==> config.mk <==
export PLATFORM = sky130hd
export DESIGN_NAME = rmrf_cell
export DESIGN_NICKNAME = d
export VERILOG_FILES = /design/src/rtl/core/rmrf_pkg.sv /design/src/rtl/core/rmrf_cell.sv
export SDC_FILE = /design/constraint.sdc
export NUM_CORES = 1
export LEC_CHECK = 0
export BUFFER_PORTS_ARGS = -buffer_cell sky130_fd_sc_hd__buf_2
export CAP_MARGIN = 20
export CORE_AREA = 2 2 91 93
export CTS_BUF_LIST = sky130_fd_sc_hd__clkbuf_16
export CTS_CLUSTER_SIZE = 24
export DETAILED_ROUTE_END_ITERATION = 12
export DIE_AREA = 0 0 93 95
export PLACE_DENSITY = 0.81
export SYNTH_ARGS = -nofsm -noshare
export SYNTH_HDL_FRONTEND = slang
export SYNTH_SLANG_ARGS = --single-unit
==> constraint.sdc <==
create_clock -name clk -period 2.8 [get_ports clk]
set_input_delay 0.28 -clock clk [delete_from_list [all_inputs] [get_ports clk]]
set_output_delay 0.28 -clock clk [all_outputs]
set_load 0.02 [all_outputs]
==> src/rtl/core/rmrf_pkg.sv <==
`timescale 1ns / 1ps
`default_nettype none

package rmrf_pkg;

    localparam int SPAN_BITS = 7;
    localparam logic [SPAN_BITS-1:0] SPAN_RESET = 7'd30;

    // broadcast from the top level to every cell of the sorted row
    typedef struct packed {
        logic step;      // an item is taken this cycle
        logic full;      // window already full: one entry leaves, one enters
        logic merge_up;  // full and the new sample is not below the leaving one
    } rmrf_ctrl_t;

endpackage

`default_nettype wire

==> src/rtl/core/rmrf_cell.sv <==
`timescale 1ns / 1ps
`default_nettype none

module rmrf_cell
    import rmrf_pkg::*;
#(
    parameter int SAMPLE_BITS = 16,
    parameter int IDX_W       = 8,
    parameter int CNT_W       = 8,
    parameter int IDX         = 0
) (
    input  wire logic                          clk,
    input  wire rmrf_ctrl_t                    ctrl,
    input  wire logic signed [SAMPLE_BITS-1:0] sample,
    input  wire logic signed [SAMPLE_BITS-1:0] oldest,
    input  wire logic [IDX_W-1:0]              base,
    input  wire logic [IDX_W-1:0]              old_base,
    input  wire logic [CNT_W-1:0]              fill_end,
    input  wire logic signed [SAMPLE_BITS-1:0] below_val,
    input  wire logic                          below_le_s,
    input  wire logic signed [SAMPLE_BITS-1:0] above_val,
    input  wire logic                          above_le_s,
    input  wire logic                          above_le_old,
    input  wire logic signed [SAMPLE_BITS-1:0] ctap_prev,
    input  wire logic signed [SAMPLE_BITS-1:0] otap_prev,
    output logic signed [SAMPLE_BITS-1:0]      val,
    output logic                               le_s,
    output logic                               le_old,
    output logic signed [SAMPLE_BITS-1:0]      ctap,
    output logic signed [SAMPLE_BITS-1:0]      otap
);

    localparam logic [IDX_W-1:0] POS_I = IDX_W'(IDX);
    localparam logic [CNT_W-1:0] POS_C = CNT_W'(IDX);

    logic signed [SAMPLE_BITS-1:0] val_reg;
    logic signed [SAMPLE_BITS-1:0] val_next;
    logic signed [SAMPLE_BITS-1:0] ctap_reg;
    logic signed [SAMPLE_BITS-1:0] ctap_next;
    logic signed [SAMPLE_BITS-1:0] otap_reg;
    logic signed [SAMPLE_BITS-1:0] otap_next;
    logic                          below_win;
    logic                          above_win;

    // cells under the window count as small, cells over it as large
    assign below_win = POS_I < base;
    assign above_win = POS_C >= fill_end;
    assign le_s      = below_win | (~above_win & (val_reg <= sample));
    assign le_old    = below_win | (~above_win & (val_reg <= oldest));

    always_comb
    begin
        val_next = val_reg;
        if (ctrl.merge_up)
        begin
            // leaving entry sits below the insert point: pull down from above
            if (above_le_old)
                val_next = val_reg;
            else if (above_le_s)
                val_next = above_val;
            else if (le_s)
                val_next = sample;
        end
        else
        begin
            // insert point sits below the leaving entry: push up from below
            if (le_s)
                val_next = val_reg;
            else if (below_le_s)
                val_next = sample;
            else if (le_old | ~ctrl.full)
                val_next = below_val;
        end
    end

    always_comb
    begin
        ctap_next = (POS_I == base) ? sample : ctap_prev;
        otap_next = (POS_I == old_base) ? sample : otap_prev;
    end

    always_ff @(posedge clk)
    begin
        if (ctrl.step)
        begin
            val_reg  <= val_next;
            ctap_reg <= ctap_next;
            otap_reg <= otap_next;
        end
    end

    assign val  = val_reg;
    assign ctap = ctap_reg;
    assign otap = otap_reg;

endmodule

`default_nettype wire

==> impl_metrics.env <==
export IMPL_first_pass_iters=5
export IMPL_post_cts_resized=0
export IMPL_fin_hold_ws_ns=0.2752
export IMPL_cts_made_buffers=5
export IMPL_row_count=33
export IMPL_rsz0062_at_grt="false"
export IMPL_period_minus_slack_ns=2.611
export IMPL_relSlewSlack_pct=35.00
export IMPL_hpwl_mm=7.178
export IMPL_cpMaxStageDelayCell="edfxtp_1"
export IMPL_cp_slowest_stage_delay_ns=0.43
export IMPL_clock_sinks=48
export IMPL_grt_total_usage_pct=19.20
export IMPL_portBuffers=176
export IMPL_nNetsFinal=635
export IMPL_ys_seq_area_share_pct=47.47
export IMPL_syn_area_sq_mm=0.003037
export IMPL_dr_total_vias=2976
export IMPL_path_clk_slew_ns=0.07
export IMPL_cts_root_buf="clkbuf_16"
export IMPL_endpoint_kind="output pin"
export IMPL_min_path_type="in2reg"
export IMPL_grt_remaining_overflow=0
export IMPL_synth_fp_nets=459
export IMPL_power_density_mw_per_mm2=568.0
export IMPL_core_area_sq_mm=0.007928
export IMPL_synth_seq_cells=48
export IMPL_arrival_ns=2.33
export IMPL_critical_path_class="reg2out"
export IMPL_tightest_slew_ns=0.9715
export IMPL_antenna_found_initial=0
export IMPL_setup_violations=0
export IMPL_hold_viol_final=0
export IMPL_cap_violations=0
export IMPL_grt_max_degree=33
export IMPL_dr_first_iter_drc_count=139
export IMPL_drtAntennaViolNets=0
export IMPL_grt_use_met3_pct=5.028
export IMPL_first_global_vias=2835
export IMPL_dpl_cell_area_sq_mm=0.004046
export IMPL_yosys_warnings=0
export IMPL_cp_num_buf_inv=1
export IMPL_cts_buffer_depth=2
export IMPL_syn_inst=300
export IMPL_drc=0
export IMPL_num_antenna_cells=0
export IMPL_areaGrowthSynthToFinish_pct=38.77
export IMPL_syn_mean_instance_area_sq_um=10.12
export IMPL_die_h_microns=95
export IMPL_cts_tree="built"
export IMPL_final_cell_mix="buf_2 (176), edfxtp_1 (48), inv_1 (45), nand2_1 (40), o21ai_0 (34)"
export IMPL_required_ns=2.52
export IMPL_cp_top_family="compound AO/OA/AOI/OAI gates"
export IMPL_yosysUniqueCellTypes=39
export IMPL_final_period_utilization_pct=93.24
export IMPL_dieWidth_microns=93
export IMPL_cts_max_level=2
export IMPL_peakVddDrop_v=0.0002532
export IMPL_start_kind="flip-flop"
export IMPL_insertion_delay_ns=0.29
export IMPL_viasPerCell=5.113
export IMPL_grt_pass1_wl_mm=13.19
export IMPL_io_pins=177
export IMPL_design_area_sq_mm=0.004214
export IMPL_place_congestion=0.9148
export IMPL_grtUsageMet1_pct=23.29
export IMPL_fin_skew_ns=0.006677
export IMPL_grt_use_met2_pct=33.76
export IMPL_fin_tns_setup_ns=0
export IMPL_cp_max_fo=3
export IMPL_postCtsSetupRepairBufs=0
export IMPL_hold_buffers=0
export IMPL_drive_gt1_share_pct=41.09
export IMPL_run_status="completed"
export IMPL_finalMaxSlewViolations=0
export IMPL_crit_chain="ha_1 -> and4_1 -> nand4_1 -> a21o_1 -> a32o_1 -> o21ai_0 -> nand3_1 -> buf_2"
export IMPL_p_leak_nw=2.116
export IMPL_wirelength_mm=8.733
export IMPL_dieArea_sq_mm=0.008835
export IMPL_fmax_ghz=0.3830
export IMPL_final_common_cell="buf_2"
export IMPL_wire_per_inst_microns=15.01
export IMPL_grt_busiest_layer="met2"
export IMPL_start_util_pct=38.30
## synthesized netlist by cell type (all sizes together)
| master | n | area share (%) |
|---|---|---|
| o21ai | 34 | 5.6 |
| a21boi | 1 | 0.25 |
| clkbuf | 11 | 1.4 |
| and4 | 2 | 0.58 |
| ha | 32 | 13 |
| buf | 1 | 0.16 |
| a2111oi | 1 | 0.49 |
| nor2 | 6 | 0.74 |
| a32o | 1 | 0.33 |
| nor3b | 1 | 0.25 |
| nand2 | 40 | 4.9 |
| nand4 | 7 | 1.4 |
| a32oi | 1 | 0.29 |
| o21a | 1 | 0.25 |
| nand4b | 1 | 0.29 |
| a221o | 1 | 0.33 |
| o22ai | 1 | 0.21 |
| inv | 45 | 5.6 |
| mux2i | 4 | 1.3 |
| and2 | 1 | 0.21 |
| a211oi | 3 | 0.74 |
| mux2 | 2 | 0.74 |
| nand3b | 1 | 0.25 |
| o211ai | 2 | 0.49 |
| nand3 | 3 | 0.49 |
| nor3 | 1 | 0.33 |
| a21oi | 15 | 2.6 |
| nor2b | 5 | 1.0 |
| a2111o | 1 | 0.37 |
| o31ai | 1 | 0.70 |
| o2bb2ai | 1 | 0.29 |
| and3 | 3 | 0.66 |
| a21o | 3 | 0.78 |
| nor4 | 8 | 1.6 |
| a222oi | 11 | 3.6 |
| edfxtp | 48 | 47 |
## worst min-delay path: stages
cell and delay, ns:
buf_2 0.07, a222oi_1 0.05, inv_1 0.05
## power breakdown
part / internal (W) / switching [W] / leakage [nW]
registers: 0.000914 / 0.0000525 / 0.466
logic: 0.000306 / 0.000441 / 1.57
clock network: 0.000420 / 0.000260 / 0.0814
## cell families (layout without fill, tap and decap cells)
logic type	after synthesis	in the layout	share of synthesized area, %
muxes	6	6	2.060
DFF	48	48	47.47
and+or+nand+nor	79	79	12.86
buffers and inverters	57	234	7.087
adders and majority gates	32	32	13.18
AOI/OAI and AO/OA	78	78	17.35
## stage by stage
| step | setup WS (ns) | total power, W | util [%] | instances |
|---|---|---|---|---|
| 2_1_floorplan | 0.1102 | 0.001416 | - | 300 |
| 3_3_place_gp | 0.2921 | 0.001709 | 51.04 | 574 |
| 3_5_place_dp | 0.2430 | 0.001726 | 51.04 | 574 |
| 4_1_cts | 0.1888 | 0.002409 | 53.16 | 582 |
| 5_1_grt | 0.08694 | 0.002517 | 53.16 | 582 |
| 6_report | 0.1892 | 0.002394 | 53.16 | 582 |
## final cells by class
class                   count  area [sq um]
multi-input cells         195          1386
clock buffers               5         125.1
well taps                 105         131.4
repair buffers            181         918.4
flip-flops and latches     48          1441
clock inverters             3         42.54
inverters                  45         168.9
fillers                   743          3714
## final timing paths
path,start,end,slack (ns),cells past startpoint
setup / recovery,val[14],le_old,0.19,8
hold reg to reg,val[15],val[0],1.24,5
setup reg to reg,val[14],val[12],0.24,8
hold / removal,above_val[7],val[7],0.28,3
## routing by layer
layer | vias up | share of wire [%]
met1 | 1349 | 42
met3 | 14 | 8.1
met5 | - | 0
met4 | 0 | 1.5
li1 | 1469 | -
met2 | 144 | 49
(Power assumes the default switching activity.)
